**src/hw/rtl/upd_pkg.sv**
```systemverilog
// Package for the URL percent-decoder: byte constants, held-state codes,
// the result bundle type and the hex digit helpers. No dependencies.
package upd_pkg;

  localparam logic [7:0] UPD_PCT   = 8'h25;
  localparam logic [7:0] UPD_PLUS  = 8'h2B;
  localparam logic [7:0] UPD_SPACE = 8'h20;
  localparam logic [4:0] UPD_HEX_MASK = 5'h1F;

  localparam int unsigned UPD_MAX_OUT = 3;

  // State code three has no member and behaves as empty.
  typedef enum logic [1:0] {
    HELD_NONE  = 2'd0,
    HELD_PCT   = 2'd1,
    HELD_DIGIT = 2'd2
  } held_state_t;

  // Up to three decoded bytes produced by one input transfer.
  typedef struct packed {
    logic [UPD_MAX_OUT-1:0][7:0] bytes;
    logic [1:0]                  count;
    logic                        last;
  } upd_bundle_t;

  // A digit is judged by its low five bits: 1..6 are a..f, 16..25 are 0..9.
  function automatic logic hex_valid(input logic [7:0] b);
    logic [4:0] idx;
    idx = b[4:0] & UPD_HEX_MASK;
    return ((idx >= 5'd1) && (idx <= 5'd6)) || ((idx >= 5'd16) && (idx <= 5'd25));
  endfunction

  function automatic logic [3:0] hex_value(input logic [7:0] b);
    logic [4:0] idx;
    logic [4:0] v;
    idx = b[4:0] & UPD_HEX_MASK;
    if (idx <= 5'd6) begin
      v = idx + 5'd9;
    end else begin
      v = idx - 5'd16;
    end
    return v[3:0];
  endfunction

  function automatic logic [7:0] plain(input logic [7:0] b);
    return (b == UPD_PLUS) ? UPD_SPACE : b;
  endfunction

endpackage

```
**src/hw/rtl/upd_if.sv**
```systemverilog
// Stream interfaces for the URL percent-decoder: encoded bytes in and
// decoded bytes out, each with valid/ready. Depends on nothing.
interface upd_in_if;
  logic       valid;
  logic       ready;
  logic [7:0] in_byte;
  logic       in_last;

  modport source (output valid, output in_byte, output in_last, input ready);
  modport sink   (input valid, input in_byte, input in_last, output ready);
endinterface

interface upd_out_if;
  logic       valid;
  logic       ready;
  logic [7:0] out_byte;
  logic       out_last;

  modport source (output valid, output out_byte, output out_last, input ready);
  modport sink   (input valid, input out_byte, input out_last, output ready);
endinterface

```
**src/hw/rtl/upd_decode.sv**
```systemverilog
// Escape tracker of the URL percent-decoder: holds the pending '%' and first
// digit, and forms the bundle of decoded bytes for each input. Uses upd_pkg.
module upd_decode
  import upd_pkg::*;
(
  input  logic        clk,
  input  logic        rst_n,
  input  logic        accept,
  input  logic [7:0]  in_byte,
  input  logic        in_last,
  output upd_bundle_t bundle,
  output held_state_t held_state
);

  held_state_t state_r, state_nxt;
  logic [7:0]  digit_r, digit_nxt;
  logic        hb_ok;

  assign hb_ok      = hex_valid(in_byte);
  assign held_state = state_r;

  always_comb begin
    state_nxt     = HELD_NONE;
    digit_nxt     = digit_r;
    bundle.bytes  = '0;
    bundle.count  = 2'd0;
    bundle.last   = in_last;
    unique case (state_r)
      HELD_PCT: begin
        if (hb_ok && !in_last) begin
          state_nxt = HELD_DIGIT;
          digit_nxt = in_byte;
        end else begin
          bundle.bytes[0] = UPD_PCT;
          bundle.bytes[1] = plain(in_byte);
          bundle.count    = 2'd2;
        end
      end
      HELD_DIGIT: begin
        if (hb_ok) begin
          bundle.bytes[0] = {hex_value(digit_r), hex_value(in_byte)};
          bundle.count    = 2'd1;
        end else begin
          // The escape is broken: the '%' and the held digit go out as they were.
          bundle.bytes[0] = UPD_PCT;
          bundle.bytes[1] = digit_r;
          bundle.bytes[2] = plain(in_byte);
          bundle.count    = 2'd3;
        end
      end
      default: begin
        if ((in_byte == UPD_PCT) && !in_last) begin
          state_nxt = HELD_PCT;
        end else begin
          bundle.bytes[0] = plain(in_byte);
          bundle.count    = 2'd1;
        end
      end
    endcase
    if (in_last) begin
      state_nxt = HELD_NONE;
    end
  end

  always_ff @(posedge clk) begin
    if (!rst_n) begin
      state_r <= HELD_NONE;
    end else if (accept) begin
      state_r <= state_nxt;
    end
  end

  always_ff @(posedge clk) begin
    if (accept) begin
      digit_r <= digit_nxt;
    end
  end

endmodule

```
**src/hw/rtl/upd_emit.sv**
```systemverilog
// Result register of the URL percent-decoder: holds one bundle and hands its
// bytes out one transfer at a time. Uses upd_pkg.
module upd_emit
  import upd_pkg::*;
(
  input  logic        clk,
  input  logic        rst_n,
  input  logic        load,
  input  upd_bundle_t bundle,
  output logic        can_load,
  output logic        out_valid,
  input  logic        out_ready,
  output logic [7:0]  out_byte,
  output logic        out_last
);

  logic [UPD_MAX_OUT-1:0][7:0] bytes_r, bytes_nxt;
  logic [1:0]                  cnt_r, cnt_nxt;
  logic                        last_r, last_nxt;
  logic                        take;

  assign out_valid = (cnt_r != 2'd0);
  assign take      = out_valid && out_ready;
  // A new bundle may enter while the final byte of the current one leaves.
  assign can_load  = (cnt_r == 2'd0) || ((cnt_r == 2'd1) && out_ready);
  assign out_byte  = bytes_r[0];
  assign out_last  = last_r && (cnt_r == 2'd1);

  always_comb begin
    bytes_nxt = bytes_r;
    cnt_nxt   = cnt_r;
    last_nxt  = last_r;
    if (load) begin
      bytes_nxt = bundle.bytes;
      cnt_nxt   = bundle.count;
      last_nxt  = bundle.last;
    end else if (take) begin
      bytes_nxt = {8'h00, bytes_r[2], bytes_r[1]};
      cnt_nxt   = cnt_r - 2'd1;
    end
  end

  always_ff @(posedge clk) begin
    if (!rst_n) begin
      cnt_r <= 2'd0;
    end else begin
      cnt_r <= cnt_nxt;
    end
  end

  always_ff @(posedge clk) begin
    bytes_r <= bytes_nxt;
    last_r  <= last_nxt;
  end

endmodule

```
**src/hw/rtl/url_percent_decoder_core.sv**
```systemverilog
// Top level of the URL percent-decoder: escape tracker and result register.
// Depends on upd_pkg, upd_if, upd_decode and upd_emit.
//
//   channel   direction  handshake        payload
//   in_ch     in         valid / ready    in_byte[7:0], in_last
//   out_ch    out        valid / ready    out_byte[7:0], out_last
//
// A byte is decoded in the cycle of its transfer and its results appear in the
// result register on the next cycle, so one byte per cycle passes through while
// out_ch accepts. A byte that yields two or three results keeps in_ch.ready low
// while the result register drains them.
// Reset (rst_n low, synchronous) empties the escape tracker and result register.
// A stall on out_ch blocks input for as long as the result register holds a byte.
module url_percent_decoder_core
  import upd_pkg::*;
(
  input logic      clk,
  input logic      rst_n,
  upd_in_if.sink   in_ch,
  upd_out_if.source out_ch
);

  upd_bundle_t bundle;
  held_state_t held_state;
  logic        accept;
  logic        load;
  logic        can_load;

  assign in_ch.ready = can_load;
  assign accept      = in_ch.valid && can_load;
  assign load        = accept && (bundle.count != 2'd0);

  upd_decode u_decode (
    .clk        (clk),
    .rst_n      (rst_n),
    .accept     (accept),
    .in_byte    (in_ch.in_byte),
    .in_last    (in_ch.in_last),
    .bundle     (bundle),
    .held_state (held_state)
  );

  upd_emit u_emit (
    .clk       (clk),
    .rst_n     (rst_n),
    .load      (load),
    .bundle    (bundle),
    .can_load  (can_load),
    .out_valid (out_ch.valid),
    .out_ready (out_ch.ready),
    .out_byte  (out_ch.out_byte),
    .out_last  (out_ch.out_last)
  );

  // The final byte of a string always produces at least one result.
  a_last_loads: assert property (@(posedge clk) disable iff (!rst_n)
    accept && in_ch.in_last |-> load)
    else $error("final byte produced no result");

  // After the final byte of a string nothing stays held.
  a_last_clears: assert property (@(posedge clk) disable iff (!rst_n)
    accept && in_ch.in_last |=> held_state == HELD_NONE)
    else $error("escape still held after end of string");

  // The second digit always closes the escape.
  a_digit_closes: assert property (@(posedge clk) disable iff (!rst_n)
    accept && (held_state == HELD_DIGIT) |=> held_state == HELD_NONE)
    else $error("escape not closed after second digit");

endmodule
```
**src/flat_wrapper.sv**
```systemverilog
// flat-port wrapper written by rule: the top's interface ports become plain ports
module url_percent_decoder_core_flat import upd_pkg::*;
  (clk, rst_n, in_ch_valid, in_ch_in_byte, in_ch_in_last, in_ch_ready, out_ch_valid, out_ch_out_byte, out_ch_out_last, out_ch_ready);
  upd_in_if in_ch_i ();
  upd_out_if out_ch_i ();
  input logic clk;
  input logic rst_n;
  input wire logic [$bits(in_ch_i.valid)-1:0] in_ch_valid;
  input wire logic [$bits(in_ch_i.in_byte)-1:0] in_ch_in_byte;
  input wire logic [$bits(in_ch_i.in_last)-1:0] in_ch_in_last;
  output wire logic [$bits(in_ch_i.ready)-1:0] in_ch_ready;
  output wire logic [$bits(out_ch_i.valid)-1:0] out_ch_valid;
  output wire logic [$bits(out_ch_i.out_byte)-1:0] out_ch_out_byte;
  output wire logic [$bits(out_ch_i.out_last)-1:0] out_ch_out_last;
  input wire logic [$bits(out_ch_i.ready)-1:0] out_ch_ready;
  assign in_ch_i.valid = in_ch_valid;
  assign in_ch_i.in_byte = in_ch_in_byte;
  assign in_ch_i.in_last = in_ch_in_last;
  assign in_ch_ready = in_ch_i.ready;
  assign out_ch_valid = out_ch_i.valid;
  assign out_ch_out_byte = out_ch_i.out_byte;
  assign out_ch_out_last = out_ch_i.out_last;
  assign out_ch_i.ready = out_ch_ready;
  url_percent_decoder_core u_core (.clk(clk), .rst_n(rst_n), .in_ch(in_ch_i), .out_ch(out_ch_i));
endmodule
```
**config.mk**
```make
export PLATFORM = sky130hd
export DESIGN_NAME = url_percent_decoder_core_flat
export DESIGN_NICKNAME = d
export VERILOG_FILES = /design/src/hw/rtl/upd_pkg.sv /design/src/hw/rtl/upd_if.sv /design/src/hw/rtl/upd_decode.sv /design/src/hw/rtl/upd_emit.sv /design/src/hw/rtl/url_percent_decoder_core.sv /design/src/flat_wrapper.sv
export SDC_FILE = /design/constraint.sdc
export NUM_CORES = 1
export LEC_CHECK = 0
export BUFFER_PORTS_ARGS = -buffer_cell sky130_fd_sc_hd__buf_2
export CORE_MARGIN = 1.5
export CORE_UTILIZATION = 60
export CTS_BUF_LIST = sky130_fd_sc_hd__clkbuf_8
export DETAILED_ROUTE_END_ITERATION = 10
export GPL_TIMING_DRIVEN = 0
export PLACE_DENSITY = 0.9
export SLEW_MARGIN = 10
export SYNTH_ARGS = -nofsm -noshare
export SYNTH_HDL_FRONTEND = slang
export SYNTH_SLANG_ARGS = --single-unit
```
**constraint.sdc**
```tcl
create_clock -name clk -period 3.6 [get_ports clk]
set_input_delay 0 -clock clk [delete_from_list [all_inputs] [get_ports clk]]
set_output_delay 0 -clock clk [all_outputs]
set_load 0.01 [all_outputs]
```
==> impl_metrics.ini, run 1 <==
[pwr]
power.density_mw_per_mm2 = 566
leakage_nw = 1.01
irDropWorstVdd_v = 0.000229
power.total_w = 0.00146

[placement]
port_buffers = 23
dp_slack_ns = 0.884
hpwl_um = 3320
place_congestion = 0.841

[clock_tree]
cts.clk_slew.worst_paths_ns = 0.08
cts_buffer_depth = 2
root_buffer = clkbuf_8
numCtsBuffers = 5
cts_tree = built
postCtsSetupBuffers = 0
clk_latency_ns = 0.30
htree_levels = 2
cts_resized = 0
clock-sinks = 37
ctsHoldBuffers = 7

[setup_path]
start_kind = flop
arrival_ns = 2.68
cpMaxStageDelayCell = or3_1
critPathKind = flop to flop
required_ns = 3.52
cp_cell_sequence = inv_1, ha_1, inv_1, o21ai_0, a311oi_4, or3_1
crit_fanout = 24
slowest_delay_ns = 0.82
worstSetupEndpointType = flop
worst_path_most_repeated_cell = inv_1

[detailed_routing]
wl_um = 4800
first_pass_iters = 4
route.detailed.drc = 0
drtIter0Drc = 148
avgViaCountPerCell = 6.20
postRouteAntennaNets = 0
wl_per_cell_um = 16.7
vias = 1786

[sta]
rsz0062_at_grt = no
slew_headroom_pct = 23.7
worstMarginPinSlew_ns = 1.14
report.final.setup_viol = 0
timing.final.ws_setup_ns = 0.841
slew_violations = 0
finalClockSkew_ns = 0.00707
final.period_utilization_pct = 76.6
finalHoldViolCount = 0
fin_setup_tns_ns = 0
fmax_mhz = 362
finalCriticalPeriod_ns = 2.76

[outcome]
status = finished, final reports clean

[floorplanning]
io_pins = 24
coreArea_sq_mm = 0.00363
die_area_sq_mm = 0.00414
dieWidth_um = 64.4
die_y_um = 64.4
initial_core_util_pct = 62.2
rows = 22

[synth]
synthCells = 202
yosysWarnings = 0
synth_cell_type_count = 54
yosysSeqAreaShare_pct = 47.4
ys_seq_elements = 37
async_flop_share_pct = 0
avgSynthCellArea_sq_um = 11.2
syn-num-nets = 224
synth_edf_count = 33
synth_flop_cell = edfxtp_1
netlist_area_sq_mm = 0.00226

[global_route]
overflow = 0
first_global_vias = 1611
grt_first_pass_wirelength_um = 7690
antenna_found_initial = 0
grt_util_all_layers_pct = 25.0
grt_max_degree = 25

[finish]
mostFrequentLayoutCell = edfxtp_1
final_cell_mix = edfxtp_1, buf_2, nand2_1
diodes = 0
areaGrowthSynthToFinish_pct = 14.5
nNetsFinal = 261
drive_gt1_share_pct = 24.2

[hold_path]
hp-class = primary input to flop

[run]
drv_cap = 0
==> cells in the mapped netlist (all sizes together), types with 5 or more instances <==
library cell / n / area (sq um)
edfxtp: 33 / 991
o21ai: 8 / 40.0
nand3: 6 / 30.0
mux2: 9 / 116
a32oi: 5 / 43.8
nand2: 18 / 67.6
o2bb2ai: 5 / 43.8
inv: 16 / 62.6
nor2: 9 / 41.3
ha: 9 / 113
nor3b: 7 / 52.6
buf: 12 / 92.6
==> cell type report <==
cell class	count	area [sq um]
multi-input combinational	133	1020
clock inverter	3	13.8
inverter	16	62.6
buffer	16	108
sequential	37	1070
timing repair buffer	30	185
clock buffer	5	68.8
fill	271	1050
tap	48	60.1
==> critical path, delay by kind of cell, from the launching register on <==
family,cells,cell delay [ns]
buf+inv,2,0.22
fa+ha+maj,1,0.38
flops,1,0.36
compound gates,2,0.59
simple gates,1,0.82
==> cells by family after synthesis <==
logic type / share of synthesized area (%)
AOI/OAI and AO/OA: 19.8
xor gates and xnor gates: 0.775
adders and majority gates: 4.98
buffers and inverters: 7.53
DFF: 47.4
muxes: 5.15
and+or+nand+nor: 14.4
==> metrics by stage <==
step / hold slack [ns] / instances / util [%] / instance area (sq um)
2_1_floorplan: 0.0989 / 202 / - / 2260
3_3_place_gp: 0.230 / 273 / 67.0 / 2430
3_5_place_dp: 0.237 / 273 / 67.0 / 2430
4_1_cts: 0.00705 / 288 / 71.2 / 2590
5_1_grt: 0.0244 / 288 / 71.2 / 2590
6_report: 0.0181 / 288 / 71.2 / 2590
==> registers in the layout, summed over array words and instances (netlist names) <==
signal / flops
u_core.u_emit.last_r: 1
u_core.u_emit.out_byte: 8
u_core.u_emit.cnt_r: 2
u_core.u_decode.digit_r: 8
u_core.u_emit.bytes_r: 16
u_core.u_decode.held_state: 2
==> power breakdown <==
group	leakage [nW]	switching, W	internal, W	total, W
clock network	0.0491	0.000157	0.000131	0.000288
logic	0.601	0.000255	0.000237	0.000492
registers	0.355	0.0000352	0.000649	0.000684
total	1.01	0.000447	0.00102	0.00146
==> worst paths after layout <==
check                                                                start                                         end  slack (ns)  cells after the start
worst max-delay path            u_core.u_decode.held_state[0]$_SDFFE_PN0P_         u_core.u_emit.bytes_r[15]$_DFFE_PP_        0.84                      6
worst max register to register  u_core.u_decode.held_state[0]$_SDFFE_PN0P_         u_core.u_emit.bytes_r[15]$_DFFE_PP_        0.84                      6
worst min register to register  u_core.u_decode.held_state[0]$_SDFFE_PN0P_  u_core.u_decode.held_state[0]$_SDFFE_PN0P_        0.50                      2
worst min-delay path                                      in_ch_in_byte[1]        u_core.u_decode.digit_r[1]$_DFFE_PP_        0.02                      1
==> per-layer routing <==
metal | wire length (um) | GRT usage [%] | part of all wire [%]
met4 | 114 | 11.4 | 2.4
met3 | 413 | 4.93 | 8.6
met2 | 2230 | 39.3 | 46
met5 | 0 | 0 | 0
met1 | 2040 | 33.6 | 42
(Power assumes the default switching activity.)
==> run 2: changes to the inputs <==
--- a/config.mk
+++ b/config.mk
@@ -5,13 +5,14 @@
 export SDC_FILE = /design/constraint.sdc
 export NUM_CORES = 1
 export LEC_CHECK = 0
+export ABC_AREA = 1
 export BUFFER_PORTS_ARGS = -buffer_cell sky130_fd_sc_hd__buf_2
 export CORE_MARGIN = 1.5
-export CORE_UTILIZATION = 60
+export CORE_UTILIZATION = 54
 export CTS_BUF_LIST = sky130_fd_sc_hd__clkbuf_8
 export DETAILED_ROUTE_END_ITERATION = 10
 export GPL_TIMING_DRIVEN = 0
-export PLACE_DENSITY = 0.9
+export PLACE_DENSITY = 0.86
 export SLEW_MARGIN = 10
 export SYNTH_ARGS = -nofsm -noshare
 export SYNTH_HDL_FRONTEND = slang
==> constraint.sdc (replaced) <==
create_clock -name clk -period 2.52 [get_ports clk]
set_input_delay 0 -clock clk [delete_from_list [all_inputs] [get_ports clk]]
set_output_delay 0 -clock clk [all_outputs]
set_load 0.01 [all_outputs]
==> impl_metrics.ini, run 2 <==
[finish]
multi_input_area_sq_um = 862
areaGrowthSynthToFinish_pct = 17.1
ff_latch_area_sq_mm = 0.00107
final_cell_mix = nand2_1, edfxtp_1, inv_1
largest_reg_flops = 16
nNetsFinal = 301
final_util_pct = 67.2
top_register = u_core.u_emit.bytes_r
fill_cells = 297
drive_gt1_share_pct = 21.4
stdcell_area_sq_mm = 0.00250
mostFrequentLayoutCell = nand2_1
diodes = 0

[placement]
hpwl_um = 3070
dp_slack_ns = -0.205
placed_cell_area_sq_mm = 0.00231
place_congestion = 0.863
port_buffers = 23

[synth]
synthCells = 240
synth_top_cell_by_area = edfxtp_1
avgSynthCellArea_sq_um = 8.89
synth_area_leaders = edfxtp_1, nand2_1, nand3_1
netlist_area_sq_mm = 0.00213
async_flop_share_pct = 0
yosysWarnings = 0
synth_top_area_share_pct = 46.4
synth.most_common_cell = nand2_1
synth_common_cells = nand2_1, edfxtp_1, inv_1, nand3_1, nor2_1
yosysSeqAreaShare_pct = 50.2
synth_edf_count = 33
synth_cell_type_count = 24
syn-num-nets = 262
synth_flop_cell = edfxtp_1
ys_seq_elements = 37

[run]
drv_cap = 0

[setup_path]
r2r.worst_path.cells = 7
worstReg2RegEnd = u_core.u_emit.bytes_r[16]$_SDFFCE_PP0P_
start_kind = flop
crit_fanout = 25
arrival_ns = 2.22
r2r_slack_ns = 0.26
startpoint = u_core.u_decode.held_state[0]$_SDFFE_PN0P_
slowest_delay_ns = 0.36
cp_cell_sequence = inv_1, ha_1, nor2_1, inv_1, a21oi_1, inv_1, nand3_4
required_ns = 2.49
critPathKind = flop to flop
cpMaxStageDelayCell = dfxtp_1
worst_path_most_repeated_cell = inv_1
worstSetupEndpointType = flop
rr_startpoint = u_core.u_decode.held_state[0]$_SDFFE_PN0P_

[clock_tree]
postCtsSetupBuffers = 0
cts_buffer_depth = 2
cts.clk_slew.worst_paths_ns = 0.08
clk_latency_ns = 0.30
htree_levels = 2
root_buffer = clkbuf_8
clock-sinks = 37
numCtsBuffers = 5
cts_tree = built

[floorplanning]
initial_core_util_pct = 57.4
rows = 22
io_pins = 24
die_area_sq_mm = 0.00434
coreArea_sq_mm = 0.00372
die_y_um = 65.9
dieWidth_um = 65.9

[sta]
timing.final.ws_setup_ns = 0.263
report.final.setup_viol = 0
finalCriticalPeriod_ns = 2.26
fmax_mhz = 443
slew_headroom_pct = 49.1
final.period_utilization_pct = 89.6
slew_violations = 0
finalHoldViolCount = 0
rsz0062_at_grt = no
whs_ns = 0.00822
worstMarginPinSlew_ns = 0.761
finalClockSkew_ns = 0.00531

[pwr]
irDropWorstVdd_v = 0.000386
power.density_mw_per_mm2 = 708
leakage_nw = 1.12
power.total_w = 0.00177

[global_route]
grt_util_all_layers_pct = 22.2
first_global_vias = 1612
grt_max_degree = 26
grt_first_pass_wirelength_um = 7060
overflow = 0
antenna_found_initial = 0

[detailed_routing]
route.detailed.drc = 0
wl_um = 4400
wl_per_cell_um = 13.4
postRouteAntennaNets = 0
avgViaCountPerCell = 5.36
first_pass_iters = 4
drtIter0Drc = 126
vias = 1757

[hold_path]
min_path_cells = 1
min_from = in_ch_in_byte[0]
whs_endpoint = u_core.u_decode.digit_r[0]$_DFFE_PP_
hp-class = primary input to flop

[outcome]
status = finished, final reports clean
## run 2: cell count changes after synthesis, moves of 5 or more
| cell | previous run | this run |
|---|---|---|
| nand3_1 | 6 | 27 |
| a32oi_1 | 5 | 0 |
| o22ai_1 | 1 | 6 |
| inv_1 | 15 | 29 |
| mux2_2 | 5 | 0 |
| nor3b_1 | 7 | 0 |
| a21oi_1 | 2 | 10 |
| nand2_1 | 18 | 49 |
| o2bb2ai_1 | 5 | 0 |
| nor2_1 | 8 | 25 |
## run 2: final cells by class
type	count	share of cell area [%]
repair buffers	32	8.21
clock buffers	5	2.75
multi-input cells	159	34.5
flip-flops and latches	37	42.9
plain buffers	13	3.91
clock inverters	3	0.701
inverters	31	4.66
well taps	48	2.40
## run 2: logic make-up after synthesis
logic type / synth area share (%)
and+or+nand+nor: 24.7
AOI/OAI and AO/OA: 8.56
xor gates and xnor gates: 1.23
adders and majority gates: 5.28
DFF: 50.2
buffers and inverters: 10.0
## run 2: critical path, delay by kind of cell (launching register included)
family | cells | cell delay, ns
flip-flops | 1 | 0.36
adder cells (fa/ha/maj) | 1 | 0.36
buffers and inverters | 3 | 0.38
AO/OA/AOI/OAI | 1 | 0.24
AND/OR/NAND/NOR | 2 | 0.59
## run 2: worst max path at each step
stage / slack [ns] / to / cells after the start
finish: 0.26 / u_core.u_emit.bytes_r[16]$_SDFFCE_PP0P_ / 7
global route: 0.13 / u_core.u_emit.bytes_r[13]$_DFFE_PP_ / 7
CTS: 0.11 / u_core.u_emit.bytes_r[16]$_SDFFCE_PP0P_ / 10
detailed placement: -0.20 / u_core.u_emit.bytes_r[23]$_SDFFCE_PP0P_ / 10
global placement: -0.18 / u_core.u_emit.bytes_r[23]$_SDFFCE_PP0P_ / 10
floorplan: 0.23 / u_core.u_emit.bytes_r[10]$_DFFE_PP_ / 8
## run 2: through the flow
stage | TNS (ns) | std cells
after floorplan | 0 | 240
after CTS | 0 | 328
after global placement | -4.37 | 311
after detailed placement | -5.02 | 311
final | 0 | 328
after global routing | 0 | 328
## run 2: layer usage
layer | up-vias | wire length, um | GRT usage [%]
met5 | - | 0 | 0
met3 | 10 | 256 | 5.62
met1 | 809 | 1790 | 25.9
met4 | 0 | 90 | 9.90
met2 | 61 | 2260 | 38.3
li1 | 877 | - | -
## run 2: repair_timing
item,4_1_cts,5_1_grt
endpoints found under the setup margin,25,25
hold endpoints to repair,12,0
gates resized for setup,1,1
hold buffers,9,0
## run 2: report_power, final
part	total [W]	internal, W	switching (W)
sequential	0.000867	0.000831	0.0000353
combinational	0.000486	0.000206	0.000280
clock	0.000417	0.000191	0.000226
==> run 3: changes to the inputs <==
--- a/config.mk
+++ b/config.mk
@@ -5,14 +5,13 @@
 export SDC_FILE = /design/constraint.sdc
 export NUM_CORES = 1
 export LEC_CHECK = 0
-export ABC_AREA = 1
 export BUFFER_PORTS_ARGS = -buffer_cell sky130_fd_sc_hd__buf_2
 export CORE_MARGIN = 1.5
-export CORE_UTILIZATION = 54
+export CORE_UTILIZATION = 55
 export CTS_BUF_LIST = sky130_fd_sc_hd__clkbuf_8
 export DETAILED_ROUTE_END_ITERATION = 10
 export GPL_TIMING_DRIVEN = 0
-export PLACE_DENSITY = 0.86
+export PLACE_DENSITY = 0.87
 export SLEW_MARGIN = 10
 export SYNTH_ARGS = -nofsm -noshare
 export SYNTH_HDL_FRONTEND = slang
==> impl_metrics.ini, run 3 (same netlist as run 1, synthesis figures left out) <==
[outcome]
status = finished, final reports clean

[floorplanning]
dieWidth_um = 67.1
die_area_sq_mm = 0.00450
io_pins = 24
die_y_um = 67.1
coreArea_sq_mm = 0.00397
initial_core_util_pct = 56.9
rows = 23

[sta]
report.final.setup_viol = 0
worstMarginPinSlew_ns = 0.783
fmax_mhz = 421
slew_violations = 0
finalCriticalPeriod_ns = 2.38
whs_ns = 0.00998
slew_headroom_pct = 47.5
fin_setup_tns_ns = 0
finalClockSkew_ns = 0.00744
final.period_utilization_pct = 94.3
rsz0062_at_grt = no
finalHoldViolCount = 0
timing.final.ws_setup_ns = 0.143

[detailed_routing]
first_pass_iters = 6
avgViaCountPerCell = 6.09
vias = 1765
wl_per_cell_um = 16.5
route.detailed.drc = 0
drtIter0Drc = 182
postRouteAntennaNets = 0
wl_um = 4770

[finish]
largest_reg_flops = 16
final_cell_mix = edfxtp_1, buf_2, nand2_1
mostFrequentLayoutCell = edfxtp_1
nNetsFinal = 261
areaGrowthSynthToFinish_pct = 15.2
fill_cells = 315
diodes = 0
drive_gt1_share_pct = 25.4
top_register = u_core.u_emit.bytes_r

[setup_path]
worstSetupEndpointType = flop
arrival_ns = 2.42
critPathKind = primary input to flop
required_ns = 2.56
start_kind = primary input
crit_fanout = 10

[global_route]
grt_util_all_layers_pct = 24.1
first_global_vias = 1590
overflow = 0
grt_max_degree = 25
antenna_found_initial = 0
grt_first_pass_wirelength_um = 7870

[clock_tree]
htree_levels = 2
cts.clk_slew.worst_paths_ns = 0.08
cts_tree = built
cts_buffer_depth = 2
postCtsSetupBuffers = 0
numCtsBuffers = 5
root_buffer = clkbuf_8
clock-sinks = 37
clk_latency_ns = 0.29

[placement]
port_buffers = 23
hpwl_um = 3420
place_congestion = 0.981
dp_slack_ns = -0.216

[pwr]
irDropWorstVdd_v = 0.000351
power.density_mw_per_mm2 = 802
leakage_nw = 1.00

[hold_path]
hp-class = primary input to flop

[run]
drv_cap = 0
==> run 3: cell count changes in the layout (fill, tap and decap cells not counted), moves of 7 or more <==
cell	before	now
inv_1	29	15
nor3b_1	0	7
nand3_1	26	6
nor2_1	25	8
nand2_1	49	18
a21oi_1	10	2
==> run 3: cell type report <==
cell class	count	area (sq um)	area share [%]
plain buffers	16	108	4.13
clock buffers	5	68.8	2.64
clock inverters	3	17.5	0.673
inverters	16	62.6	2.40
multi-input cells	133	1030	39.5
flip-flops and latches	37	1070	41.1
well taps	50	62.6	2.40
repair buffers	30	185	7.11
==> run 3: final timing paths <==
check | slack (ns) | start | endpoint | cells after the start
worst max-delay path | 0.14 | in_ch_in_byte[6] | u_core.u_emit.bytes_r[8]$_DFFE_PP_ | 8
worst max register to register | 0.21 | u_core.u_decode.held_state[0]$_SDFFE_PN0P_ | u_core.u_emit.bytes_r[8]$_DFFE_PP_ | 8
worst min register to register | 0.49 | u_core.u_decode.held_state[0]$_SDFFE_PN0P_ | u_core.u_decode.held_state[0]$_SDFFE_PN0P_ | 2
worst min-delay path | 0.01 | in_ch_in_byte[1] | u_core.u_decode.digit_r[1]$_DFFE_PP_ | 1
==> run 3: report_power, final <==
group | internal [W] | switching (W) | total, W | leakage [nW]
combinational | 0.000345 | 0.000368 | 0.000713 | 0.602
sequential | 0.000923 | 0.0000464 | 0.000970 | 0.355
clock | 0.000191 | 0.000214 | 0.000405 | 0.0439
==> run 3: layer usage <==
| layer | global-route usage, % | part of all wire (%) |
|---|---|---|
| met1 | 33.7 | 42 |
| met2 | 35.6 | 46 |
| met3 | 4.56 | 8.9 |
| met4 | 11.7 | 2.5 |
| met5 | 0 | 0 |
==> run 3: through the flow <==
step                      cells  total power, W  util [%]  area (sq um)
after detailed placement    275         0.00169      61.4          2440
after global placement      275         0.00165      61.4          2440
after floorplan             202         0.00148         -          2260
after global routing        290         0.00220      65.6          2600
after CTS                   290         0.00209      65.3          2590
final                       290         0.00209      65.6          2600
==> run 3: worst max-delay path: stages <==
cell,delay [ns]
dlygate4sd3_1,0.54
buf_2,0.16
nor4b_2,0.47
and2_1,0.34
a221oi_2,0.15
nor2_4,0.23
buf_6,0.21
mux2_4,0.32
==> run 3: repair_timing <==
action                                  in CTS  in global routing
hold endpoints to repair                    10                  0
endpoints found under the setup margin      24                 28
hold buffers                                 7                  0
pin swaps                                    0                  1
gates resized for setup                      1                  2
gates cloned                                 0                  0
